File: config.mk
export PLATFORM = sky130hd
export DESIGN_NAME = cahc_cfg
export DESIGN_NICKNAME = d
export VERILOG_FILES = /design/src/sv/assert_macros.svh /design/src/sv/cahc_pkg.sv /design/src/sv/cahc_cfg.sv
export SDC_FILE = /design/constraint.sdc
export NUM_CORES = 1
export LEC_CHECK = 0
export ABC_CLOCK_PERIOD_IN_PS = 1600
export BUFFER_PORTS_ARGS = -buffer_cell sky130_fd_sc_hd__buf_2
export CORE_MARGIN = 5
export CORE_UTILIZATION = 25
export CTS_BUF_LIST = sky130_fd_sc_hd__clkbuf_2
export CTS_CLUSTER_SIZE = 24
export DETAILED_ROUTE_END_ITERATION = 16
export PLACE_DENSITY = 0.82
export REMOVE_ABC_BUFFERS = 1
export SYNTH_ARGS = -nofsm -noshare
export SYNTH_HDL_FRONTEND = slang
export SYNTH_SLANG_ARGS = --single-unit
File: constraint.sdc
create_clock -name clk -period 1.6 [get_ports clk]
set_input_delay 0.32 -clock clk [delete_from_list [all_inputs] [get_ports clk]]
set_output_delay 0.32 -clock clk [all_outputs]
set_load 0.05 [all_outputs]
File: src/sv/assert_macros.svh
// Assertion helpers for the RTL files; included by the engine.
`ifndef ASSERT_MACROS_SVH
`define ASSERT_MACROS_SVH

`ifndef NO_ASSERTIONS
// Same-cycle implication, checked on every rising edge out of reset.
`define CAHC_ASSERT_IMP(lbl, clk, rst_n, ante, cons, msg) \
  lbl: assert property (@(posedge clk) disable iff (!rst_n) (ante) |-> (cons)) \
    else $error(msg);
// Next-cycle implication, checked on every rising edge out of reset.
`define CAHC_ASSERT_NXT(lbl, clk, rst_n, ante, cons, msg) \
  lbl: assert property (@(posedge clk) disable iff (!rst_n) (ante) |=> (cons)) \
    else $error(msg);
`else
`define CAHC_ASSERT_IMP(lbl, clk, rst_n, ante, cons, msg)
`define CAHC_ASSERT_NXT(lbl, clk, rst_n, ante, cons, msg)
`endif

`endif

File: src/sv/cahc_pkg.sv
package cahc_pkg;

  // Table geometry; TABLE_DEPTH must be a power of two
  localparam int unsigned TABLE_DEPTH = 1024;
  localparam int unsigned PROBE_LIMIT = 16;
  localparam int unsigned IDX_W       = $clog2(TABLE_DEPTH);
  localparam int unsigned PRB_W       = $clog2(PROBE_LIMIT + 1);
  localparam int unsigned SLOT_W      = 10;
  localparam int unsigned NUM_REGS    = 2;
  localparam int unsigned CFG_AW      = $clog2(NUM_REGS * 4);

  // Hash multipliers and saturation limit
  localparam logic [31:0] HASH_K1 = 32'h9e37_79b1;
  localparam logic [31:0] HASH_K2 = 32'h85eb_ca6b;
  localparam logic [31:0] CNT_MAX = 32'hffff_ffff;

  typedef logic [IDX_W-1:0] idx_t;

  typedef enum logic [2:0] {
    ST_IGNORED     = 3'd0,
    ST_NEW         = 3'd1,
    ST_INCREMENTED = 3'd2,
    ST_SATURATED   = 3'd3,
    ST_DROPPED     = 3'd4,
    ST_UNMAPPED    = 3'd5
  } status_t;

  typedef enum logic {
    REG_ENABLED   = 1'b0,
    REG_DRAIN_REQ = 1'b1
  } reg_idx_t;

  typedef enum logic [2:0] {
    S_CLEAR,
    S_IDLE,
    S_HASH1,
    S_HASH2,
    S_READ,
    S_CHECK,
    S_EMIT
  } state_t;

  typedef struct packed {
    logic enabled;
    logic drain_requested;
  } cfg_t;

  // One table slot; a zero caller marks an empty slot
  typedef struct packed {
    logic [31:0] caller;
    logic [31:0] callee;
    logic [31:0] tally;
  } entry_t;

  typedef struct packed {
    logic   wr_en;
    idx_t   addr;
    entry_t wr_data;
  } tbl_req_t;

endpackage

File: src/sv/cahc_cfg.sv
module cahc_cfg (
  input  logic                        clk,
  input  logic                        rst_n,
  input  logic                        psel,
  input  logic                        penable,
  input  logic                        pwrite,
  input  logic [cahc_pkg::CFG_AW-1:0] paddr,
  input  logic [31:0]                 pwdata,
  output logic [31:0]                 prdata,
  output logic                        pready,
  output cahc_pkg::cfg_t              cfg
);
  import cahc_pkg::*;

  cfg_t     cfg_r;
  cfg_t     cfg_nxt;
  reg_idx_t reg_idx;
  logic     wr_fire;

  assign pready  = 1'b1;
  assign reg_idx = reg_idx_t'(paddr[CFG_AW-1:2]);
  assign wr_fire = psel && penable && pwrite && pready;

  // Decode the write word; keep bit 0 only
  always_comb begin
    cfg_nxt = cfg_r;
    if (wr_fire) begin
      case (reg_idx)
        REG_ENABLED:   cfg_nxt.enabled         = pwdata[0];
        REG_DRAIN_REQ: cfg_nxt.drain_requested = pwdata[0];
        default:       cfg_nxt = cfg_r;
      endcase
    end
  end

  always_ff @(posedge clk) begin
    if (!rst_n) begin
      cfg_r <= '0;
    end else begin
      cfg_r <= cfg_nxt;
    end
  end

  // Read back the addressed register
  always_comb begin
    case (reg_idx)
      REG_ENABLED:   prdata = {31'd0, cfg_r.enabled};
      REG_DRAIN_REQ: prdata = {31'd0, cfg_r.drain_requested};
      default:       prdata = '0;
    endcase
  end

  assign cfg = cfg_r;

endmodule

## After elaboration in Yosys (flattened, before gate mapping)

Cells that the tools add are included.

- Flip-flop bits (word level): 2
- Output and inout port bits: 35
- Word-level logic and storage cells: 8

- Mux-type cells: 1
- Bitwise logic cells: 1
- Reduce and logical (&&, ||, !) cells: 4

Operator list:

| operator | count |
|---|---|
| 32-bit case mux with 2 select lines | 1 |
| 2-bit AND reduction | 2 |
| 1-bit logical AND | 2 |
| 1-bit NOT | 1 |

## Logic depth before layout (Yosys ltp)

Gate-level depths: netlist (run 1).

- Depth in word-level cells: 3
- Mapped depth: 2

## Least setup slack after synthesis (run 1)

No wires, ideal clock.

- Path type: register to output
- Start point: register cfg_r (netlist bit cfg[0])
- End point: output port prdata[0]
- Data arrival time: 1048 ps
- Setup slack: 232 ps
- Stages on the path, launching flop included: 2
- Buffers on the path: 0
- Cell sequence: dfxtp_1 > mux2_2

- Word-level cells in the longest chain between the ends: 1

Ends and longest elaborated chain:

| item | line | source |
|---|---|---|
| start: declaration | cahc_cfg.sv:15 | `cfg_t cfg_r;` |
| start signal: assignment | cahc_cfg.sv:40 | `cfg_r <= cfg_nxt;` |
| 32-bit case mux with 2 select lines | cahc_cfg.sv:46 | `case (reg_idx)` |
| end: declaration | cahc_cfg.sv:9 | `output logic [31:0] prdata,` |

No other way between the ends. The select of a mux whose other input is x is not followed.

## Final worst setup path (run 1)

- Start point: register cfg_r (netlist bit cfg[1])
- End point: output port prdata[0]

The elaborated chain is that of the path after synthesis.

==> flow_summary.toml, run 1 <==
[routing]
drt_iter0_drc = 0
vias = 211
met3WireLength_um = 129
route.met2.wl_um = 246
wirelength_um = 520
ant_nets = 0
vias_per_cell = 3.058
dr.pass1.iters = 1
routedWlPerCell_um = 7.536
drc = 0
routed.top_layer = "met4"
wirelength_met1_um = 128

[finish]
multi_input_area_um2 = 177.7
nNetsFinal = 96
drive_above_1_share_pct = 24.07
largest_reg_flops = 2
area_growth_pct = -14.13
n_fill_cell = 149
regArea_um2 = 40.04
antenna_cells = 0

[synthesis]
ys_ff_latch = 2
ys_types = 8
synth_top_area_share_pct = 69.57
avgSynthCellArea_um2 = 7.848
synth_area_leaders = "buf_4, dfxtp_1, mux2i_1"
synth-simple-area-share_pct = 7.609
synth_compound_area_share_pct = 0
netlist_area_um2 = 345.3
ys_seq_area_share_pct = 11.59
synthAdderAreaFrac_pct = 0
synthMuxAreaShare_pct = 9.058
syn_inst = 44
synth_top_family_by_area = "buffers and inverters"
ys.warnings.count = 0
synthXorXnorAreaFrac_pct = 0
synth_top_area_cell = "buf_4"

[place]
gp_congestion = 0.5746
portBuffers = 9
dp_hpwl_um = 466.9

[cts]
cts-root-buf = "clkbuf_2"
htreeDepth = 1
clkTransAtPathRegs_ns = 0.03
cts_buffers = 3
cts_tree = "built"
clockBufferDepth = 2
post_cts_resized = 0
post_cts_buffers = 0
clock_latency_ns = 0.19
postCtsHoldBufs = 0
cts.sinks = 2

[setup_path]
end_kind = "primary output"
cp.buffers_inverters = 1
worstPathCellList = "mux2_2 > buf_2"
path_delay_family = "flip-flops"
critPathKind = "reg -> out"
worstPathRequired_ns = 1.28
crit_fanout = 3
start_kind = "flop"
arrival_ns = 0.97
cpPeakStageDelay_ns = 0.31
critPathSlowestCell = "dfxtp_1"

[sta]
max_freq_mhz = 772.3
fin_tns_setup_ns = 0
hold_viol_final = 0
skew_ns = 0
rsz0062_at_grt = "no"
setup_violations = 0
fin_crit_ns = 1.295
drv_slew = 0
final.period_utilization_pct = 80.93

[floorplanning]
ioPinCount = 75
die_w_um = 47.17
die_y_um = 47.17
rows = 13
die_area_um2 = 2225
core_um2 = 1301
initial_core_util_pct = 26.54

[pwr]
p_leak_nw = 0.2020
p_per_area_nw_per_um2 = 1078
ir_drop_mv = 0.2602
power_uw = 319.7

[global_routing]
grt_pass1_vias = 165
antenna_found_initial = 0
overflow = 0
grt_pass1_wl_um = 579
grt_util_all_layers_pct = 4.391
grt_max_degree = 4

[run_status]
outcome = "finished clean"

[job]
cap_violations = 0

[worst_hold_path]
worstHoldPathType = "in -> reg"
## logic make-up (layout without fill, tap and decap cells)
kind of cell	after synthesis	after routing
flops	2	2
buf+inv	32	12
other cells	2	32
mux	3	3
simple gates	5	5
## worst reg2reg max path: cells and delay by family (launching register included)
kind / cells / cell delay, ns
AND/OR/NAND/NOR: 1 / 0.06
multiplexers: 1 / 0.12
flip-flops: 1 / 0.34
## metrics by stage
step / hold WS (ns) / area (um2) / util [%] / std cells / setup slack, ns
detailed placement: 0.4847 / 281.5 / 21.63 / 66 / 0.3177
global route: 0.3953 / 296.5 / 22.79 / 69 / 0.2518
CTS: 0.3866 / 296.5 / 22.79 / 69 / 0.2775
finish: 0.4001 / 296.5 / 22.79 / 69 / 0.3051
global placement: 0.4656 / 281.5 / 21.63 / 66 / 0.3386
floorplan: 0.4710 / 217.7 / - / 42 / 0.2318
## power breakdown
group	internal, mW	switching [mW]	total, mW	leakage [nW]
clock network	0.0499	0.0313	0.0812	0.0125
logic	0.00922	0.177	0.186	0.173
registers	0.0514	0.000800	0.0522	0.0162
total	0.111	0.209	0.320	0.202
## layout make-up
type | count | area share (%)
repair buffers | 9 | 15.19
multi-input cells | 40 | 59.92
flip-flops and latches | 2 | 13.50
well taps | 15 | 6.329
clock buffers | 3 | 5.063
## placed cells by master, fill, tap and decap left out
| cell type | netlist | final |
|---|---|---|
| buf_2 | 0 | 9 |
| mux2i_1 | 2 | 2 |
| conb_1 | 2 | 32 |
| dfxtp_1 | 2 | 2 |
| nand4_1 | 1 | 1 |
| nand4b_1 | 1 | 1 |
| nand2_1 | 3 | 3 |
| clkbuf_2 | 0 | 3 |
| mux2_2 | 1 | 1 |
## final timing paths
| kind | from | end | slack [ns] | cells past startpoint |
|---|---|---|---|---|
| worst min register to register | cfg[1]$_SDFFE_PN0P_ | cfg[1]$_SDFFE_PN0P_ | 0.49 | 2 |
| worst max-delay path | cfg[1]$_SDFFE_PN0P_ | prdata[0] | 0.31 | 2 |
| worst min-delay path | pwdata[0] | cfg[1]$_SDFFE_PN0P_ | 0.40 | 3 |
| worst max register to register | cfg[1]$_SDFFE_PN0P_ | cfg[1]$_SDFFE_PN0P_ | 1.01 | 2 |
## layer usage
metal,global-route usage (%),vias to the layer above
met3,1.533,2
met2,5.691,28
li1,-,94
met5,0,-
met1,3.803,87
met4,8.287,0
## cell usage after synthesis, drive strengths merged
| master | instances |
|---|---|
| nand4b | 1 |
| mux2 | 1 |
| nand4 | 1 |
| buf | 32 |
| dfxtp | 2 |
| mux2i | 2 |
| conb | 2 |
| nand2 | 3 |
Power figures use the tool's default switching activity.
==> run 2, diff against run 1 <==
Settings changed: ABC_CLOCK_PERIOD_IN_PS 1600 to 1300, CORE_UTILIZATION 25 to 24, PLACE_DENSITY 0.82 to 0.79.
Clock period 1.6 ns to 1.3 ns, I/O delays scaled along.
==> run 2 against run 1 <==
  * Combinational power increased by 24%
  * Total power increased by 22%
  * Utilization decreased by 0.56 points
  * Routed wire length increased by 10%
  * Sequential share of layout area unchanged
  * Setup slack got worse by 0.23 ns
  * Register-to-register slack got worse by 0.30 ns
  * Global-route usage increased by 0.35 points
  * Critical path depth unchanged
  * Clock skew unchanged
  * Via count decreased by 1.9%
  * Count of clock-buffer cells in the layout unchanged
  * Critical endpoint unchanged
==> flow_summary.toml, run 2 (same netlist as run 1, synthesis figures left out) <==
[run_status]
outcome = "finished clean"

[pwr]
p_int_uw = 135.9
power_switching_uw = 253.9
swShare_pct = 65.14
ir_drop_mv = 0.1931
clock_power_share_pct = 24.6
p_per_area_nw_per_um2 = 1314
power_uw = 389.7
p_seq_share_pct = 16.5
comb_power_share_pct = 59.0
p_leak_nw = 0.2020

[place]
dp_slack_ns = 0.1495
gp_congestion = 0.6017
dp_hpwl_um = 525.3
portBuffers = 9

[cts]
postCtsHoldBufs = 0
clockBufferDepth = 2
post_cts_resized = 0
post_cts_buffers = 0
cts_tree = "built"
cts.sinks = 2
cts_buffers = 3
clock_latency_ns = 0.19
htreeDepth = 1
cts-root-buf = "clkbuf_2"
clkTransAtPathRegs_ns = 0.03

[finish]
largest_reg_flops = 2
fin_util_pct = 22.23
mostFrequentLayoutCells = "conb_1, buf_2, nand2_1, clkbuf_2"
n_fill_cell = 156
nNetsFinal = 96
area_growth_pct = -14.13
layout.cells.most_common = "conb_1"
drive_above_1_share_pct = 24.07
regArea_um2 = 40.04
antenna_cells = 0
multi_input_area_um2 = 177.7

[setup_path]
cpPeakStageDelay_ns = 0.31
rrSetupSlack_ns = 0.71
r2r-end = "cfg[0]$_SDFFE_PN0P_"
critPathKind = "reg -> out"
end_kind = "primary output"
crit_fanout = 3
critPathSlowestCell = "dfxtp_1"
worstPathRequired_ns = 1.04
worstPathCellList = "mux2_2 > buf_2"
start_kind = "flop"
arrival_ns = 0.97
r2r_cells = 2
timing.rr.start = "cfg[0]$_SDFFE_PN0P_"

[routing]
routedWlPerCell_um = 8.290
drc = 0
dr.pass1.iters = 2
wirelength_um = 572
vias = 207
drt_iter0_drc = 1
ant_nets = 0
vias_per_cell = 3.000

[floorplanning]
initial_core_util_pct = 25.89
ioPinCount = 75
die_area_um2 = 2297
die_w_um = 47.93
die_y_um = 47.93
core_um2 = 1334
rows = 13

[sta]
whs_ns = 0.3511
fin_ws_ns = 0.07061
final.period_utilization_pct = 94.57
setup_violations = 0
hold_viol_final = 0
skew_ns = 0
drv_slew = 0
rsz0062_at_grt = "no"
fin_crit_ns = 1.229
max_freq_mhz = 813.4
fin_tns_setup_ns = 0

[global_routing]
grt_pass1_vias = 162
grt_pass1_wl_um = 593
grt_max_degree = 4
overflow = 0
antenna_found_initial = 0
grt_util_all_layers_pct = 4.740

[worst_hold_path]
worstHoldPathType = "in -> reg"
min-delay-start = "rst_n"
min_to = "cfg[1]$_SDFFE_PN0P_"
hold-path-cell-count = 3

[job]
cap_violations = 0
-- run 2: cell counts in the layout (fill, tap and decap cells not counted) --
No cell type changed its count.
-- run 2: how the worst max path moves through the flow --
stage | end | startpoint | cells after the start | slack [ns]
after floorplan | prdata[0] | cfg[0]$_SDFFE_PN0P_ | 1 | -0.008
after CTS | prdata[0] | cfg[0]$_SDFFE_PN0P_ | 2 | 0.05
after global routing | prdata[0] | cfg[0]$_SDFFE_PN0P_ | 2 | 0.02
after detailed placement | prdata[0] | paddr[2] | 3 | 0.15
final | prdata[0] | cfg[0]$_SDFFE_PN0P_ | 2 | 0.07
after global placement | prdata[0] | paddr[2] | 3 | 0.15
-- run 2: area by class of cell --
cell class / count / area share, %
Multi-Input combinational cell: 40 / 59.92
Timing Repair Buffer: 9 / 15.19
Sequential cell: 2 / 13.50
Tap cell: 15 / 6.329
Clock buffer: 3 / 5.063
-- run 2: critical path, delay by kind of cell, from the launching register on --
family | cells | cell delay [ns]
buffers and inverters | 1 | 0.21
DFF | 1 | 0.31
muxes | 1 | 0.26
-- run 2: per-layer routing --
| metal | share of wire, % | GRT usage (%) | vias to the layer above |
|---|---|---|---|
| li1 | - | - | 94 |
| met1 | 24 | 3.057 | 90 |
| met2 | 50 | 5.805 | 23 |
| met3 | 26 | 6.767 | 0 |
| met4 | 0 | 4.839 | 0 |
| met5 | 0 | 0 | - |
-- run 2: power groups by stage --
| stage | clock network [mW] | registers [mW] | logic (mW) |
|---|---|---|---|
| 2_1_floorplan | 0 | 0.0695 | 0.208 |
| 3_3_place_gp | 0 | 0.0648 | 0.226 |
| 3_5_place_dp | 0 | 0.0649 | 0.226 |
| 4_1_cts | 0.105 | 0.0641 | 0.227 |
| 5_1_grt | 0.116 | 0.0641 | 0.239 |
| 6_report | 0.0958 | 0.0641 | 0.230 |
-- run 2: stage by stage --
stage | std cells | area [um2]
after detailed placement | 66 | 281.5
final | 69 | 296.5
after global routing | 69 | 296.5
after CTS | 69 | 296.5
after global placement | 66 | 281.5
after floorplan | 42 | 217.7
