$ cat src/sv/assert_macros.svh
// Assertion helpers for the RTL files; included by the engine.
`ifndef ASSERT_MACROS_SVH
`define ASSERT_MACROS_SVH

`ifndef NO_ASSERTIONS
// Same-cycle implication, checked on every rising edge out of reset.
`define CAHC_ASSERT_IMP(lbl, clk, rst_n, ante, cons, msg) \
  lbl: assert property (@(posedge clk) disable iff (!rst_n) (ante) |-> (cons)) \
    else $error(msg);
// Next-cycle implication, checked on every rising edge out of reset.
`define CAHC_ASSERT_NXT(lbl, clk, rst_n, ante, cons, msg) \
  lbl: assert property (@(posedge clk) disable iff (!rst_n) (ante) |=> (cons)) \
    else $error(msg);
`else
`define CAHC_ASSERT_IMP(lbl, clk, rst_n, ante, cons, msg)
`define CAHC_ASSERT_NXT(lbl, clk, rst_n, ante, cons, msg)
`endif

`endif

$ cat src/sv/cahc_pkg.sv
package cahc_pkg;

  // Table geometry; TABLE_DEPTH must be a power of two
  localparam int unsigned TABLE_DEPTH = 1024;
  localparam int unsigned PROBE_LIMIT = 16;
  localparam int unsigned IDX_W       = $clog2(TABLE_DEPTH);
  localparam int unsigned PRB_W       = $clog2(PROBE_LIMIT + 1);
  localparam int unsigned SLOT_W      = 10;
  localparam int unsigned NUM_REGS    = 2;
  localparam int unsigned CFG_AW      = $clog2(NUM_REGS * 4);

  // Hash multipliers and saturation limit
  localparam logic [31:0] HASH_K1 = 32'h9e37_79b1;
  localparam logic [31:0] HASH_K2 = 32'h85eb_ca6b;
  localparam logic [31:0] CNT_MAX = 32'hffff_ffff;

  typedef logic [IDX_W-1:0] idx_t;

  typedef enum logic [2:0] {
    ST_IGNORED     = 3'd0,
    ST_NEW         = 3'd1,
    ST_INCREMENTED = 3'd2,
    ST_SATURATED   = 3'd3,
    ST_DROPPED     = 3'd4,
    ST_UNMAPPED    = 3'd5
  } status_t;

  typedef enum logic {
    REG_ENABLED   = 1'b0,
    REG_DRAIN_REQ = 1'b1
  } reg_idx_t;

  typedef enum logic [2:0] {
    S_CLEAR,
    S_IDLE,
    S_HASH1,
    S_HASH2,
    S_READ,
    S_CHECK,
    S_EMIT
  } state_t;

  typedef struct packed {
    logic enabled;
    logic drain_requested;
  } cfg_t;

  // One table slot; a zero caller marks an empty slot
  typedef struct packed {
    logic [31:0] caller;
    logic [31:0] callee;
    logic [31:0] tally;
  } entry_t;

  typedef struct packed {
    logic   wr_en;
    idx_t   addr;
    entry_t wr_data;
  } tbl_req_t;

endpackage

$ cat src/sv/cahc_if.sv
interface arc_in_if;
  logic        valid;
  logic        ready;
  logic [31:0] caller_return_pc;
  logic [31:0] callee_return_pc;

  modport source (output valid, output caller_return_pc, output callee_return_pc,
                  input ready);
  modport sink (input valid, input caller_return_pc, input callee_return_pc,
                output ready);
endinterface

interface arc_out_if;
  logic        valid;
  logic        ready;
  logic [2:0]  status;
  logic [9:0]  slot_index;
  logic [31:0] arc_count;
  logic        drain_ready;
  logic [31:0] dropped_total;
  logic [31:0] saturated_total;
  logic [31:0] unmapped_total;

  modport source (output valid, output status, output slot_index, output arc_count,
                  output drain_ready, output dropped_total, output saturated_total,
                  output unmapped_total, input ready);
  modport sink (input valid, input status, input slot_index, input arc_count,
                input drain_ready, input dropped_total, input saturated_total,
                input unmapped_total, output ready);
endinterface

$ cat src/sv/cahc_engine.sv
`include "assert_macros.svh"

module cahc_engine (
  input  logic               clk,
  input  logic               rst_n,
  input  cahc_pkg::cfg_t     cfg,
  arc_in_if.sink             in_arc,
  arc_out_if.source          out_arc,
  output cahc_pkg::tbl_req_t tbl_req,
  input  cahc_pkg::entry_t   tbl_rd
);
  import cahc_pkg::*;

  state_t            state_r, state_nxt;
  idx_t              clr_r, clr_nxt;
  logic [31:0]       caller_r, caller_nxt;
  logic [31:0]       callee_r, callee_nxt;
  logic [31:0]       prod_r, prod_nxt;
  idx_t              idx_r, idx_nxt;
  logic [PRB_W-1:0]  probe_r, probe_nxt;
  status_t           st_r, st_nxt;
  idx_t              slot_r, slot_nxt;
  logic [31:0]       cnt_r, cnt_nxt;
  logic [31:0]       drop_r, drop_nxt;
  logic [31:0]       sat_r, sat_nxt;
  logic [31:0]       unm_r, unm_nxt;

  logic              out_valid_r, out_valid_nxt;
  status_t           out_st_r;
  logic [SLOT_W-1:0] out_slot_r;
  logic [31:0]       out_cnt_r;
  logic              out_drain_r;
  logic [31:0]       out_drop_r;
  logic [31:0]       out_sat_r;
  logic [31:0]       out_unm_r;

  logic              in_fire;
  logic              out_load;
  logic [31:0]       mul_a, mul_b, mul_lo;
  logic [31:0]       hash_mix, hash_fold;
  logic              slot_empty, slot_match;

  assign in_fire = in_arc.valid && in_arc.ready;

  // Shared multiplier: caller term, then callee term
  always_comb begin
    case (state_r)
      S_HASH2: begin
        mul_a = {1'b0, callee_r[31:1]};
        mul_b = HASH_K2;
      end
      default: begin
        mul_a = {1'b0, caller_r[31:1]};
        mul_b = HASH_K1;
      end
    endcase
  end
  assign mul_lo    = mul_a * mul_b;
  assign hash_mix  = prod_r ^ mul_lo;
  assign hash_fold = hash_mix ^ {16'd0, hash_mix[31:16]};

  assign slot_empty = (tbl_rd.caller == 32'd0);
  assign slot_match = (tbl_rd.caller == caller_r) && (tbl_rd.callee == callee_r);

  // Sequencer: next state, table port and result registers
  always_comb begin
    state_nxt     = state_r;
    clr_nxt       = clr_r;
    caller_nxt    = caller_r;
    callee_nxt    = callee_r;
    prod_nxt      = prod_r;
    idx_nxt       = idx_r;
    probe_nxt     = probe_r;
    st_nxt        = st_r;
    slot_nxt      = slot_r;
    cnt_nxt       = cnt_r;
    drop_nxt      = drop_r;
    sat_nxt       = sat_r;
    unm_nxt       = unm_r;
    out_load      = 1'b0;
    tbl_req.wr_en   = 1'b0;
    tbl_req.addr    = idx_r;
    tbl_req.wr_data = '0;

    case (state_r)
      // Zero one slot per cycle after reset
      S_CLEAR: begin
        tbl_req.wr_en = 1'b1;
        tbl_req.addr  = clr_r;
        clr_nxt       = clr_r + idx_t'(1);
        if (clr_r == idx_t'(TABLE_DEPTH - 1)) begin
          state_nxt = S_IDLE;
        end
      end
      // Take a word; adjust both addresses
      S_IDLE: begin
        if (in_fire) begin
          slot_nxt   = '0;
          cnt_nxt    = '0;
          caller_nxt = {in_arc.caller_return_pc[31:1], 1'b0} - 32'd2;
          callee_nxt = {in_arc.callee_return_pc[31:1], 1'b0} - 32'd2;
          if (cfg.enabled) begin
            state_nxt = S_HASH1;
          end else begin
            st_nxt    = ST_IGNORED;
            state_nxt = S_EMIT;
          end
        end
      end
      // Screen zero addresses, else first hash product
      S_HASH1: begin
        if (caller_r == 32'd0 || callee_r == 32'd0) begin
          unm_nxt   = (unm_r == CNT_MAX) ? unm_r : unm_r + 32'd1;
          st_nxt    = ST_UNMAPPED;
          state_nxt = S_EMIT;
        end else begin
          prod_nxt  = mul_lo;
          state_nxt = S_HASH2;
        end
      end
      // Second product, xor and fold give the home slot
      S_HASH2: begin
        idx_nxt   = hash_fold[IDX_W-1:0];
        probe_nxt = '0;
        state_nxt = S_READ;
      end
      S_READ: begin
        state_nxt = S_CHECK;
      end
      // Claim, bump, saturate, drop, or advance the probe
      S_CHECK: begin
        if (slot_empty) begin
          tbl_req.wr_en   = 1'b1;
          tbl_req.wr_data = '{caller: caller_r, callee: callee_r, tally: 32'd1};
          st_nxt          = ST_NEW;
          slot_nxt        = idx_r;
          cnt_nxt         = 32'd1;
          state_nxt       = S_EMIT;
        end else if (slot_match) begin
          slot_nxt  = idx_r;
          state_nxt = S_EMIT;
          if (tbl_rd.tally == CNT_MAX) begin
            sat_nxt = (sat_r == CNT_MAX) ? sat_r : sat_r + 32'd1;
            st_nxt  = ST_SATURATED;
            cnt_nxt = CNT_MAX;
          end else begin
            tbl_req.wr_en   = 1'b1;
            tbl_req.wr_data = '{caller: caller_r, callee: callee_r,
                                tally: tbl_rd.tally + 32'd1};
            st_nxt          = ST_INCREMENTED;
            cnt_nxt         = tbl_rd.tally + 32'd1;
          end
        end else if (probe_r == PRB_W'(PROBE_LIMIT - 1)) begin
          drop_nxt  = (drop_r == CNT_MAX) ? drop_r : drop_r + 32'd1;
          st_nxt    = ST_DROPPED;
          state_nxt = S_EMIT;
        end else begin
          idx_nxt   = idx_r + idx_t'(1);
          probe_nxt = probe_r + PRB_W'(1);
          state_nxt = S_READ;
        end
      end
      // Hand the result to the output register once it is free
      S_EMIT: begin
        if (!out_valid_r || out_arc.ready) begin
          out_load  = 1'b1;
          state_nxt = S_IDLE;
        end
      end
      default: begin
        state_nxt = S_IDLE;
      end
    endcase
  end

  always_comb begin
    out_valid_nxt = out_valid_r;
    if (out_arc.ready) begin
      out_valid_nxt = 1'b0;
    end
    if (out_load) begin
      out_valid_nxt = 1'b1;
    end
  end

  // Control and counters
  always_ff @(posedge clk) begin
    if (!rst_n) begin
      state_r     <= S_CLEAR;
      clr_r       <= '0;
      probe_r     <= '0;
      drop_r      <= '0;
      sat_r       <= '0;
      unm_r       <= '0;
      out_valid_r <= 1'b0;
    end else begin
      state_r     <= state_nxt;
      clr_r       <= clr_nxt;
      probe_r     <= probe_nxt;
      drop_r      <= drop_nxt;
      sat_r       <= sat_nxt;
      unm_r       <= unm_nxt;
      out_valid_r <= out_valid_nxt;
    end
  end

  // Payload
  always_ff @(posedge clk) begin
    caller_r <= caller_nxt;
    callee_r <= callee_nxt;
    prod_r   <= prod_nxt;
    idx_r    <= idx_nxt;
    st_r     <= st_nxt;
    slot_r   <= slot_nxt;
    cnt_r    <= cnt_nxt;
    if (out_load) begin
      out_st_r    <= st_r;
      out_slot_r  <= SLOT_W'(slot_r);
      out_cnt_r   <= cnt_r;
      out_drain_r <= !cfg.enabled && cfg.drain_requested;
      out_drop_r  <= drop_r;
      out_sat_r   <= sat_r;
      out_unm_r   <= unm_r;
    end
  end

  assign in_arc.ready            = (state_r == S_IDLE);
  assign out_arc.valid           = out_valid_r;
  assign out_arc.status          = out_st_r;
  assign out_arc.slot_index      = out_slot_r;
  assign out_arc.arc_count       = out_cnt_r;
  assign out_arc.drain_ready     = out_drain_r;
  assign out_arc.dropped_total   = out_drop_r;
  assign out_arc.saturated_total = out_sat_r;
  assign out_arc.unmapped_total  = out_unm_r;

  `CAHC_ASSERT_IMP(a_probe_bound, clk, rst_n, state_r == S_CHECK, probe_r < PRB_W'(PROBE_LIMIT), "probe count past limit")
  `CAHC_ASSERT_IMP(a_write_state, clk, rst_n, tbl_req.wr_en, state_r == S_CLEAR || state_r == S_CHECK, "table write outside clear or check")
  `CAHC_ASSERT_NXT(a_ignore_path, clk, rst_n, in_fire && !cfg.enabled, state_r == S_EMIT && st_r == ST_IGNORED, "disabled word not ignored")
  `CAHC_ASSERT_NXT(a_drop_mono, clk, rst_n, state_r != S_CLEAR, drop_r >= $past(drop_r), "dropped total went down")

endmodule

$ cat src/flat_wrapper.sv
// flat-port wrapper written by rule: the top's interface ports become plain ports
module cahc_engine_flat import cahc_pkg::*;
  (clk, rst_n, cfg, tbl_req, tbl_rd, in_arc_valid, in_arc_caller_return_pc, in_arc_callee_return_pc, in_arc_ready, out_arc_valid, out_arc_status, out_arc_slot_index, out_arc_arc_count, out_arc_drain_ready, out_arc_dropped_total, out_arc_saturated_total, out_arc_unmapped_total, out_arc_ready);
  arc_in_if in_arc_i ();
  arc_out_if out_arc_i ();
  input  logic clk;
  input  logic rst_n;
  input  cahc_pkg::cfg_t cfg;
  output cahc_pkg::tbl_req_t tbl_req;
  input  cahc_pkg::entry_t tbl_rd;
  input wire logic [$bits(in_arc_i.valid)-1:0] in_arc_valid;
  input wire logic [$bits(in_arc_i.caller_return_pc)-1:0] in_arc_caller_return_pc;
  input wire logic [$bits(in_arc_i.callee_return_pc)-1:0] in_arc_callee_return_pc;
  output wire logic [$bits(in_arc_i.ready)-1:0] in_arc_ready;
  output wire logic [$bits(out_arc_i.valid)-1:0] out_arc_valid;
  output wire logic [$bits(out_arc_i.status)-1:0] out_arc_status;
  output wire logic [$bits(out_arc_i.slot_index)-1:0] out_arc_slot_index;
  output wire logic [$bits(out_arc_i.arc_count)-1:0] out_arc_arc_count;
  output wire logic [$bits(out_arc_i.drain_ready)-1:0] out_arc_drain_ready;
  output wire logic [$bits(out_arc_i.dropped_total)-1:0] out_arc_dropped_total;
  output wire logic [$bits(out_arc_i.saturated_total)-1:0] out_arc_saturated_total;
  output wire logic [$bits(out_arc_i.unmapped_total)-1:0] out_arc_unmapped_total;
  input wire logic [$bits(out_arc_i.ready)-1:0] out_arc_ready;
  assign in_arc_i.valid = in_arc_valid;
  assign in_arc_i.caller_return_pc = in_arc_caller_return_pc;
  assign in_arc_i.callee_return_pc = in_arc_callee_return_pc;
  assign in_arc_ready = in_arc_i.ready;
  assign out_arc_valid = out_arc_i.valid;
  assign out_arc_status = out_arc_i.status;
  assign out_arc_slot_index = out_arc_i.slot_index;
  assign out_arc_arc_count = out_arc_i.arc_count;
  assign out_arc_drain_ready = out_arc_i.drain_ready;
  assign out_arc_dropped_total = out_arc_i.dropped_total;
  assign out_arc_saturated_total = out_arc_i.saturated_total;
  assign out_arc_unmapped_total = out_arc_i.unmapped_total;
  assign out_arc_i.ready = out_arc_ready;
  cahc_engine u_core (.clk(clk), .rst_n(rst_n), .cfg(cfg), .in_arc(in_arc_i), .out_arc(out_arc_i), .tbl_req(tbl_req), .tbl_rd(tbl_rd));
endmodule
$ cat config.mk
export PLATFORM = sky130hd
export DESIGN_NAME = cahc_engine_flat
export DESIGN_NICKNAME = d
export VERILOG_FILES = /design/src/sv/cahc_pkg.sv /design/src/sv/cahc_if.sv /design/src/sv/cahc_engine.sv /design/src/flat_wrapper.sv
export VERILOG_INCLUDE_DIRS = /design/src /design/src/sv
export SDC_FILE = /design/constraint.sdc
export NUM_CORES = 1
export LEC_CHECK = 0
export BUFFER_PORTS_ARGS = -buffer_cell sky130_fd_sc_hd__buf_2
export CAP_MARGIN = 10
export CORE_AREA = 5 5 279 281
export DETAILED_ROUTE_END_ITERATION = 8
export DIE_AREA = 0 0 284 286
export PLACE_DENSITY = 0.55
export SLEW_MARGIN = 30
export SYNTH_ARGS = -nofsm -noshare
export SYNTH_HDL_FRONTEND = slang
export SYNTH_SLANG_ARGS = --single-unit
$ cat constraint.sdc
create_clock -name clk -period 10.2 [get_ports clk]
set_input_delay 0.51 -clock clk [delete_from_list [all_inputs] [get_ports clk]]
set_output_delay 0.51 -clock clk [all_outputs]
set_load 0.03 [all_outputs]
# Yosys cells after proc, flatten, opt, wreduce, memory -nomap -nowiden
# Cells that the tools add are included.
[word_totals]
out_inout_bits = 251
latchBits = 0
register_bits = 402
wordCells = 136
memories = 0
mem_bits_rw = 0
mem_bits_ro = 0
[classes]
bitwise = 8
n_mux = 49
magnitude_cmp = 0
n_addsub = 9
shifts = 0
n_reduce_logical = 24
div = 0
n_eq_ne = 24
n_mul = 1
[ops]
columns = ["cell", "n"]
rows = [
  ["2-to-1 mux 96 bit", 4],
  ["adder 32 x 1 -> 32 bit (second input constant)", 4],
  ["equality test 32 bit (second input constant)", 4],
  ["2-to-1 mux 32 bit", 4],
  ["logical NOT 32 bit", 3],
  ["2-to-1 mux 10 bit", 7],
  ["equality test 32 bit", 2],
  ["case mux 32 bit (2 select lines)", 1],
  ["subtractor 32 x 2 -> 32 bit (second input constant)", 2],
  ["case mux 10 bit (2 select lines)", 2],
  ["2-to-1 mux 3 bit", 12],
  ["multiplier 31 x 32 -> 26 bit", 1],
  ["2-to-1 mux 31 bit", 1],
  ["2-to-1 mux 29 bit", 1],
  ["XOR 26 bit", 1],
  ["case mux 3 bit (7 select lines)", 1],
  ["adder 10 x 1 -> 10 bit (second input constant)", 2],
  ["2-to-1 mux 5 bit", 3],
  ["AND reduction 5 bit", 3],
  ["equality test 10 bit (second input constant)", 1],
  ["!= test 2 bit (second input constant)", 5],
  ["case mux 5 bit (2 select lines)", 1],
  ["XOR 10 bit", 1],
  ["equality test 3 bit (second input constant)", 3],
  ["other kinds (21)", 46],
]

# Longest topological paths before layout
# Gate-level depths: netlist (run 1).
[logic_depth]
ltp_word = 6
mapped_depth = 30
depth_no_buf = 28

# Worst setup path before layout (run 1)
# No wires, ideal clock.
[synth_path]
path_kind = "reg-to-reg"
start = "reg u_core.state_r[2]"
end = "reg u_core.out_cnt_r[0], in the netlist u_core.out_arc.arc_count[0] (enable)"
arrival_ns = 7.035
stages_incl_launch_ff = 4
path_slack_ns = 2.505
setup_time_ns = 0.661
required_time_ns = 9.539
path_cell_list = "dfxtp_1 -> clkbuf_1 -> nand3b_1 -> nor2b_1"
[synth_between]
elab_chain_cells = 2
[synth_rtl]
columns = ["item", "line_no", "text"]
rows = [
  ["start: declaration", "cahc_engine.sv:14", "state_t state_r, state_nxt;"],
  ["start signal: assignment", "cahc_engine.sv:197", "state_r <= state_nxt;"],
  ["equality test 3 bit", "cahc_engine.sv:85", "case (state_r)"],
  ["2-to-1 mux 1 bit", "cahc_engine.sv:85", ""],
  ["via u_core.out_load", "cahc_engine.sv:38", "logic out_load;"],
  ["end signal: assignment", "cahc_engine.sv:219", "out_cnt_r <= cnt_r;"],
  ["end: declaration", "cahc_engine.sv:31", "logic [31:0] out_cnt_r;"],
]
# The timed path passes the listed nets, and every way through them passes these cells.
# A chain may end at the register's enable or synchronous reset.

# Final worst setup path (run 1)
[layout_path]
start = "reg u_core.state_r[2]"
end = "reg u_core.idx_r[9] (data pin)"
[layout_between]
elab_chain_cells = 6
word_cells_on_any_way = 8
cone_classes = "1 x mul; 2 x eq/ne; 3 x mux; 2 x bitwise"
[layout_rtl]
columns = ["item", "line_no", "text"]
rows = [
  ["equality test 3 x 2 -> 1 bit (*)", "cahc_engine.sv:47", "case (state_r)"],
  ["2-to-1 mux 31 bit or 2-to-1 mux 29 bit (tied branches)", "cahc_engine.sv:47", ""],
  ["multiplier 31 x 32 -> 26 bit (*)", "cahc_engine.sv:58", "assign mul_lo = mul_a * mul_b;"],
  ["via u_core.mul_lo[25]", "cahc_engine.sv:39", "logic [31:0] mul_a, mul_b, mul_lo;"],
  ["XOR 26 bit (*)", "cahc_engine.sv:59", "assign hash_mix = prod_r ^ mul_lo;"],
  ["XOR 10 bit (*)", "cahc_engine.sv:60", "assign hash_fold = hash_mix ^ {16'd0, hash_mix[31:16]};"],
  ["case mux 10 bit (2 select lines) (*)", "cahc_engine.sv:85", ""],
  ["via u_core.idx_nxt[9]", "cahc_engine.sv:19", "idx_t idx_r, idx_nxt;"],
  ["end signal: assignment", "cahc_engine.sv:212", "idx_r <= idx_nxt;"],
  ["end: declaration", "cahc_engine.sv:19", ""],
]
# The timed path passes the listed nets; every way through them passes the cells marked *.

==> flow_summary_export.csv, run 1 <==
group,metric,value,unit
global_route,grt_pass1_vias,19900,
pwr,powerDensity,121,nW/um^2
critical_path,critPathLaunchType,"flip-flop",
logic_synthesis,synth_edf_count,279,
sta,rsz0062_at_grt,"false",
global_route,grt_overflow,0,
drt,route.detailed.drc,0,
critical_path,worst-setup-path-type,"flip-flop to flip-flop",
drt,vias,19000,
drt,drtIter0Drc,1223,
logic_synthesis,synth-seq-area-share,0.410,
clocking,clock-root-buffer,"clkbuf_16",
clocking,cts_resized,0,
finish,multi_input_area,13700,sq um
finish,drive_above_1_share,0.184,
clocking,htreeDepth,2,
sta,tightest_slew,0.993,ns
finish,syn_to_final_growth,18.1,%
finish,ff_latch_area,10700,sq um
logic_synthesis,async_flop_share,0,
placed_design,hpwlAfterDp,64100,um
drt,drt-total-wl,78700,um
finish,finalNetCount,3391,
floorplan,initial_utilization,0.346,
drt,routedWlPerCell,20.2,um
sta,max-slew-margin-rel,0.333,
pwr,p_leak,13.2,nW
drt,avgViaCountPerCell,4.89,
logic_synthesis,synth_cell_type_count,63,
logic_synthesis,syn-cell-area,26000,sq um
critical_path,rr_worst_depth,24,
critical_path,arrival,8.87,ns
outcome,outcome,"finished clean",
floorplan,fp.coreArea,75200,sq um
floorplan,io_pins,417,
drt,dr.pass1.iters,5,
floorplan,die_y,286,um
placed_design,place.gp.congestion,0.946,
global_route,track_usage,0.190,
global_route,grt_pass1_wl,120000,um
hold_path,hp-class,"primary input to flip-flop",
sta,whs,0.206,ns
finish,fill_cells,7363,
sta,setup_slack,1.63,ns
critical_path,path_cells,"nand3b_1, buf_4, nand2_1, nand2_1, inv_1, fa_1, inv_1, fa_1, inv_1, fa_1, fa_1, inv_1, fa_1, fa_1, inv_1, fa_1, inv_1, ha_1, or3_1, o41ai_1, o21ai_0, xnor2_1, xnor2_1, a21oi_1",
critical_path,required,10.50,ns
clocking,cts_tree,"yes",
drt,ant_nets,0,
drt,wl_met1,33700,um
critical_path,critPathMaxFanout,36,
critical_path,crit_top_cell,"fa_1",
critical_path,timing.reg2reg.setup_slack,1.63,ns
drt,highest_layer,"met5",
sta,tns,0,ns
clocking,holdBufCountCts,0,
sta,finalClockSkew,0.0350,ns
sta,slew_viol_final,0,
logic_synthesis,synth_cells,2471,
logic_synthesis,synth-seq-cells,394,
drt,met3_length,4750,um
clocking,clock_sinks,394,
critical_path,critPathSlowestCell,"dfxtp_1",
drt,met2_length,38400,um
logic_synthesis,synthFlopType,"edfxtp_1",
sta,finalCritPeriodShare,0.841,
critical_path,timing.rr.start,"u_core.state_r[2]",
floorplan,rows,101,
global_route,grt_max_degree,90,
floorplan,design.die.area,81200,sq um
sta,finalHoldViolCount,0,
finish,diodes,0,
sta,setup_violations,0,
logic_synthesis,ys_warn_count,0,
sta,max_freq,117,MHz
clocking,cts_buffers,43,
hold_path,holdPathEnd,"u_core.caller_r[1]",
hold_path,hold_depth,2,
hold_path,hold_start,"in_arc_caller_return_pc[1]",
flow_run,cap_violations,0,
global_route,antenna_found_initial,5,
critical_path,slowest_delay,0.88,ns
placed_design,dpl_worst_slack,1.67,ns
sta,min_period,8.57,ns
critical_path,rr_endpoint,"u_core.idx_r[9]",
clocking,clockBufferDepth,3,
floorplan,die_x,284,um
placed_design,portBuffers,412,
pwr,ir_drop,0.108,mV
clocking,clk_pin_slew,0.06,ns
logic_synthesis,post_synth.cell_area_avg,10.5,sq um
clocking,postCtsSetupRepairBufs,0,
critical_path,endpoint_kind,"flip-flop",
clocking,clock_latency,0.59,ns
cell families (layout without fill, tap and decap cells):
kind of cell             after synthesis  after routing  synth area share
AND/OR/NAND/NOR                      780            780             0.152
buffers and inverters                451            890            0.0659
flip-flops                           394            394             0.410
adder cells (fa/ha/maj)              340            340             0.220
XOR/XNOR                             297            297             0.102
AO/OA/AOI/OAI                        186            186            0.0405
multiplexers                          21             21           0.00860
other                                  2             12          0.000288
power by group:
group | internal, mW | total, mW | leakage (nW) | switching (mW)
clock network | 0.939 | 1.63 | 0.728 | 0.695
registers | 1.71 | 1.72 | 3.41 | 0.00113
logic | 0.153 | 0.359 | 9.06 | 0.205
area by class of cell:
| class | count | area share |
|---|---|---|
| tap | 978 | 0.0398 |
| inverter | 383 | 0.0467 |
| clock inverter | 30 | 0.0109 |
| clock buffer | 50 | 0.0379 |
| multi-input combinational | 1636 | 0.447 |
| sequential | 394 | 0.347 |
| timing repair buffer | 427 | 0.0709 |
critical path, delay by kind of cell, from the launching register on:
family | cells | cell delay [ns]
AO/OA/AOI/OAI | 3 | 0.78
XOR/XNOR | 2 | 0.57
adder cells (fa/ha/maj) | 8 | 3.88
buffers and inverters | 7 | 0.85
flip-flops | 1 | 0.88
AND/OR/NAND/NOR | 4 | 1.32
sequential cells by signal (all words and copies together), names as in the netlist, 5 cells and up:
| register | flops |
|---|---|
| u_core.idx_r | 10 |
| u_core.cnt_r | 32 |
| u_core.unm_r | 32 |
| u_core.sat_r | 32 |
| u_core.callee_r | 31 |
| u_core.out_arc.dropped_total | 32 |
| u_core.prod_r | 20 |
| u_core.out_arc.slot_index | 10 |
| u_core.out_arc.unmapped_total | 32 |
| u_core.out_arc.saturated_total | 32 |
| u_core.clr_r | 10 |
| u_core.caller_r | 31 |
| u_core.probe_r | 5 |
| u_core.drop_r | 32 |
| u_core.out_arc.arc_count | 32 |
| u_core.slot_r | 10 |
worst max path at each step:
stage                                             end              start  cells past startpoint  slack (ns)
final                                 u_core.idx_r[9]  u_core.state_r[2]                     24        1.63
after global routing                  u_core.idx_r[9]  u_core.state_r[2]                     24        1.20
after CTS                             u_core.idx_r[9]  u_core.state_r[2]                     24        1.63
after detailed placement              u_core.idx_r[9]  u_core.state_r[2]                     24        1.67
after global placement                u_core.idx_r[8]  u_core.state_r[2]                     23        1.70
after floorplan           u_core.out_arc.arc_count[0]  u_core.state_r[2]                      3        2.50
stage by stage:
step / util / cell area, sq um / total power, mW / cells
after floorplan: - / 26100 / 1.98 / 2481
after global placement: 0.389 / 29200 / 2.10 / 3818
after detailed placement: 0.389 / 29200 / 2.11 / 3818
after CTS: 0.409 / 30700 / 3.76 / 3898
after global routing: 0.409 / 30800 / 3.86 / 3898
final: 0.409 / 30800 / 3.71 / 3898
Yosys cell counts, drive strengths merged, types with 2 or more instances:
cell | number | share of area
a21oi | 96 | 0.019
edfxtp | 279 | 0.32
o311ai | 2 | 0.00067
o22ai | 6 | 0.0014
a2111oi | 2 | 0.00072
nand2b | 17 | 0.0041
xnor2 | 158 | 0.053
nand3 | 61 | 0.012
or3 | 42 | 0.010
and4 | 8 | 0.0027
buf | 8 | 0.0021
nand2 | 163 | 0.023
and3 | 44 | 0.011
o21ai | 50 | 0.0096
mux2 | 11 | 0.0048
or4 | 12 | 0.0035
and2 | 75 | 0.018
clkbuf | 60 | 0.0086
nand3b | 6 | 0.0017
a31oi | 2 | 0.00048
fa | 198 | 0.15
o221ai | 2 | 0.00067
nor4 | 54 | 0.014
nor2b | 16 | 0.0038
inv | 383 | 0.055
mux2i | 10 | 0.0038
or2 | 8 | 0.0019
xor2 | 135 | 0.045
conb | 2 | 0.00029
dfxtp | 115 | 0.088
nor2 | 178 | 0.026
a21o | 5 | 0.0014
nand4 | 35 | 0.0084
xnor3 | 4 | 0.0035
o41ai | 3 | 0.0010
nor3 | 59 | 0.012
ha | 142 | 0.068
o31ai | 8 | 0.0023
layer usage:
metal | global-route usage | vias up
li1 | - | 9000
met1 | 0.245 | 9366
met2 | 0.333 | 584
met3 | 0.0355 | 89
met4 | 0.0422 | 4
met5 | 0 | -
cells in the final DEF (no fill, tap or decap), types with 12 or more instances in the layout:
master	synthesis	final
fa_1	198	198
nor2_1	178	176
ha_1	142	142
or4_1	12	12
xnor2_1	158	158
nand2b_1	17	17
o21ai_0	49	48
a21oi_1	95	95
nand2_1	163	163
and3_1	44	44
nand3_1	60	60
xor2_1	135	135
edfxtp_1	279	279
buf_2	1	412
nor4_1	52	51
inv_1	382	382
dfxtp_1	115	115
nor2b_1	16	14
and2_1	75	74
buf_4	2	13
clkbuf_16	0	45
nand4_1	35	35
conb_1	2	12
nor3_1	58	57
or3_1	41	41
Power figures use the tool's default switching activity.
==> run 2, diff against run 1 <==
Clock period 10.2 ns to 8.9 ns, I/O delays scaled along.
==> run 2 against run 1 <==
  * Wire length is 0.59% higher
  * Clock skew fell by 0.0092 ns
  * Cell count is 0.10% higher
  * Worst hold slack worse by 0.062 ns
  * Die area stayed put
  * Total power is 12% higher
  * Global-route usage about the same
  * Via count grew 0.22%
  * Sequential power is 15% higher
  * Sequential cell count unchanged
  * Critical endpoint is now u_core.idx_r[8]
==> flow_summary_export.csv, run 2 (synthesized netlist as in run 1, its figures left out) <==
group,metric,value,unit
floorplan,design.die.area,81200,sq um
critical_path,critPathLaunchType,"flip-flop",
hold_path,hp-class,"primary input to flip-flop",
floorplan,initial_utilization,0.346,
sta,setup_violations,0,
critical_path,crit_top_cell,"fa_1",
floorplan,fp.coreArea,75200,sq um
placed_design,place.gp.congestion,0.955,
finish,finalNetCount,3396,
clocking,postCtsSetupRepairBufs,0,
global_route,grt_max_degree,68,
flow_run,cap_violations,0,
clocking,clock_latency,0.60,ns
sta,tightest_slew,0.970,ns
critical_path,timing.reg2reg.setup_slack,0.67,ns
drt,ant_nets,0,
sta,max-slew-margin-rel,0.353,
clocking,cts_resized,0,
clocking,clk_pin_slew,0.06,ns
finish,final_cell_area,30700,sq um
sta,tns,0,ns
placed_design,dpl_cell_area,29300,sq um
floorplan,rows,101,
drt,drtIter0Drc,1024,
global_route,track_usage,0.190,
sta,rsz0062_at_grt,"false",
floorplan,die_y,286,um
clocking,holdBufCountCts,0,
finish,diodes,0,
clocking,clock_sinks,394,
clocking,clock-root-buffer,"clkbuf_16",
pwr,p_leak,13.2,nW
clocking,cts_tree,"yes",
pwr,powerDensity,136,nW/um^2
sta,setup_slack,0.672,ns
critical_path,critPathMaxFanout,9,
global_route,antenna_found_initial,2,
sta,whs,0.144,ns
sta,slew_viol_final,0,
drt,vias,19100,
placed_design,portBuffers,412,
placed_design,hpwlAfterDp,64800,um
drt,route.detailed.drc,0,
placed_design,dpl_worst_slack,0.663,ns
sta,finalCritPeriodShare,0.925,
floorplan,die_x,284,um
finish,syn_to_final_growth,17.9,%
critical_path,required,9.34,ns
global_route,grt_overflow,0,
finish,layout.cells.non_filler,3902,
drt,drt-total-wl,79200,um
outcome,outcome,"finished clean",
critical_path,slowest_delay,0.55,ns
floorplan,io_pins,417,
global_route,grt_pass1_wl,121000,um
finish,drive_above_1_share,0.181,
clocking,clockBufferDepth,3,
sta,min_period,8.23,ns
drt,dr.pass1.iters,6,
critical_path,critPathSlowestCell,"fa_1",
drt,routedWlPerCell,20.3,um
sta,finalClockSkew,0.0258,ns
sta,finalHoldViolCount,0,
global_route,grt_pass1_vias,20200,
drt,avgViaCountPerCell,4.89,
placed_design,placed_cells,3823,
clocking,htreeDepth,2,
finish,layout_commonest_cell,"buf_2",
finish,layout_common_cells,"buf_2, inv_1, edfxtp_1",
clocking,cts_buffers,43,
sta,max_freq,122,MHz
pwr,ir_drop,0.111,mV
critical_path,worst-setup-path-type,"flip-flop to flip-flop",
critical_path,endpoint_kind,"flip-flop",
critical_path,arrival,8.67,ns
[run 2: changes by cell type in the layout (fill, tap and decap cells not counted), sizes merged]
| cell | change |
|---|---|
| buf | +5 |
| bufinv | -2 |
| clkbuf | +11 |
| clkinvlp | -5 |
| inv | -5 |
[run 2: layout make-up]
type,instances,area [sq um]
Tap cell,978,1220
Sequential cell,394,10700
Clock buffer,61,1230
Timing Repair Buffer,432,2210
Clock inverter,18,193
Fill cell,7375,44500
Multi-Input combinational cell,1636,13700
Inverter,383,1440
[run 2: worst paths after layout]
check / startpoint / to / depth (start not counted)
setup / recovery: u_core.state_r[1] / u_core.idx_r[8] / 26
hold / removal: in_arc_caller_return_pc[1] / u_core.caller_r[1] / 2
setup reg to reg: u_core.state_r[1] / u_core.idx_r[8] / 26
hold reg to reg: u_core.slot_r[7] / u_core.out_arc.slot_index[7] / 0
[run 2: through the flow]
step                      utilization  power (mW)
after floorplan                     -        2.27
after global placement          0.389        2.41
after detailed placement        0.390        2.42
after CTS                       0.408        4.23
after global routing            0.408        4.34
final                           0.408        4.17
[run 2: per-layer routing]
layer  wire length (um)  GRT usage  vias up
met5                  7          0        -
met4               2170     0.0523        2
met3               4940     0.0344      113
met2              38900      0.338      641
met1              33100      0.238     9311
li1                   -          -     9017
[run 2: power breakdown]
part	switching, mW	total [mW]	internal (mW)
clock	0.765	1.80	1.03
sequential	0.00130	1.97	1.97
combinational	0.233	0.410	0.178
total	0.999	4.17	3.17
[run 2: critical path: cells and delay by family (launching register included)]
family | cells | cell delay [ns]
compound gates | 5 | 1.11
xor+xnor | 1 | 0.31
fa+ha+maj | 8 | 3.67
buf+inv | 5 | 0.47
flops | 1 | 0.51
simple gates | 7 | 1.99
==> run 3, diff against run 2 <==
Settings changed: BUFFER_PORTS_ARGS -buffer_cell sky130_fd_sc_hd__buf_2 to -buffer_cell sky130_fd_sc_hd__buf_4.
==> run 3 against run 2 <==
  * Maximum frequency is 0.19% higher
  * Wire length grew 0.60%
  * Clock skew up 0.029 ns
  * Worst hold slack lost 0.0022 ns
  * Die area did not move
  * Global-route usage increased by 0.13 points
  * Sequential power about the same
  * Combinational power is 5.1% higher
  * Via count decreased by 0.28%
==> flow_summary_export.csv, run 3 (synthesized netlist as in run 1, its figures left out) <==
group,metric,value,unit
critical_path,arrival,8.61,ns
clocking,clock_sinks,394,
critical_path,timing.rr.start,"u_core.state_r[1]",
global_route,grt_overflow,0,
outcome,outcome,"finished clean",
critical_path,worst-setup-path-type,"flip-flop to flip-flop",
sta,max_freq,122,MHz
finish,layout_commonest_cell,"buf_4",
pwr,powerDensity,135,nW/um^2
sta,tns,0,ns
sta,rsz0062_at_grt,"false",
finish,layout_common_cells,"buf_4, inv_1, edfxtp_1",
floorplan,io_pins,417,
pwr,pwr-share-comb,0.100,
drt,drt-total-wl,79700,um
global_route,grt_max_degree,71,
clocking,clock_latency,0.60,ns
critical_path,rr_worst_depth,26,
hold_path,hp-class,"primary input to flip-flop",
critical_path,critPathSlowestCell,"fa_1",
pwr,p_total,4.30,mW
clocking,clk_pin_slew,0.06,ns
floorplan,fp.coreArea,75200,sq um
flow_run,cap_violations,0,
critical_path,timing.reg2reg.setup_slack,0.69,ns
pwr,ir_drop,0.123,mV
drt,routedWlPerCell,20.4,um
sta,finalClockSkew,0.0551,ns
finish,finalNetCount,3398,
drt,vias,19000,
finish,syn_to_final_growth,22.4,%
floorplan,rows,101,
sta,finalCritPeriodShare,0.923,
pwr,pwr-share-clk,0.442,
sta,min_period,8.21,ns
floorplan,die_x,284,um
critical_path,rr_endpoint,"u_core.idx_r[8]",
clocking,cts_buffers,44,
sta,setup_slack,0.687,ns
hold_path,hold_depth,2,
drt,ant_nets,0,
pwr,p_leak,13.6,nW
placed_design,portBuffers,412,
sta,max-slew-margin-rel,0.364,
drt,route.detailed.drc,0,
global_route,grt_pass1_vias,20200,
critical_path,critPathLaunchType,"flip-flop",
clocking,cts_tree,"yes",
drt,dr.pass1.iters,7,
clocking,postCtsSetupRepairBufs,0,
pwr,p_seq_frac,0.457,
pwr,p_int,3.28,mW
critical_path,worst-path-buf-inv,5,
pwr,p_sw,1.02,mW
critical_path,required,9.30,ns
clocking,cts_resized,0,
sta,tightest_slew,0.953,ns
critical_path,slowest_delay,0.55,ns
floorplan,die_y,286,um
floorplan,initial_utilization,0.346,
finish,diodes,0,
critical_path,critPathMaxFanout,9,
clocking,clock-root-buffer,"clkbuf_16",
global_route,antenna_found_initial,0,
global_route,grt_pass1_wl,121000,um
sta,finalHoldViolCount,0,
floorplan,design.die.area,81200,sq um
sta,slew_viol_final,0,
clocking,htreeDepth,2,
finish,drive_above_1_share,0.184,
placed_design,dpl_worst_slack,0.768,ns
critical_path,crit_top_cell,"fa_1",
hold_path,holdPathEnd,"u_core.caller_r[1]",
global_route,track_usage,0.191,
drt,drtIter0Drc,1092,
clocking,clockBufferDepth,3,
clocking,holdBufCountCts,0,
placed_design,place.gp.congestion,0.937,
placed_design,hpwlAfterDp,64800,um
critical_path,cp_top_family,"adder cells",
sta,setup_violations,0,
pwr,sw_frac_of_total,0.237,
hold_path,hold_start,"in_arc_caller_return_pc[1]",
drt,avgViaCountPerCell,4.87,
finish,fill_cells,7224,
critical_path,endpoint_kind,"flip-flop",
[run 3: changes by cell type in the layout (fill, tap and decap cells not counted), sizes merged]
cell      previous run  this run
clkinv              14        19
clkinvlp             1         5
bufinv               2         6
clkbuf              61        52
buf                432       433
inv                384       383
[run 3: cell type report]
cell class,instances,area (sq um),area share
Clock buffer,52,1150,0.0361
Clock inverter,30,375,0.0118
Inverter,383,1440,0.0451
Multi-Input combinational cell,1636,13700,0.431
Sequential cell,394,10700,0.335
Tap cell,978,1220,0.0384
Timing Repair Buffer,433,3270,0.103
[run 3: worst max-delay path by stage]
| stage | startpoint | cells past startpoint | to | slack (ns) |
|---|---|---|---|---|
| global placement | u_core.state_r[1] | 26 | u_core.idx_r[8] | 0.80 |
| floorplan | u_core.state_r[2] | 3 | u_core.out_arc.arc_count[0] | 1.20 |
| detailed placement | u_core.state_r[1] | 26 | u_core.idx_r[8] | 0.77 |
| finish | u_core.state_r[1] | 26 | u_core.idx_r[8] | 0.69 |
| global route | u_core.state_r[1] | 26 | u_core.idx_r[8] | 0.27 |
| CTS | u_core.state_r[1] | 25 | u_core.idx_r[9] | 0.71 |
[run 3: layer usage]
layer	global-route usage	share of wire	up-vias	routed length (um)
li1	-	-	9007	-
met1	0.247	0.43	9297	34100
met2	0.333	0.49	629	38900
met3	0.0360	0.061	98	4860
met4	0.0470	0.023	0	1820
met5	0	0	-	0
[run 3: power groups by stage]
stage	Sequential, mW	Clock, mW	Combinational [mW]
after global routing	1.97	2.03	0.482
after detailed placement	2.01	0	0.433
after CTS	1.97	1.96	0.436
final	1.97	1.90	0.431
after floorplan	2.01	0	0.262
after global placement	2.01	0	0.427
[run 3: stage by stage]
step           cells  instance area, sq um  hold WS (ns)  utilization
6_report        3906                 31900         0.142        0.424
5_1_grt         3906                 31900         0.120        0.424
4_1_cts         3905                 31800        0.0978        0.423
3_5_place_dp    3823                 30300         0.405        0.403
3_3_place_gp    3823                 30300         0.401        0.403
2_1_floorplan   2481                 26100         0.400            -
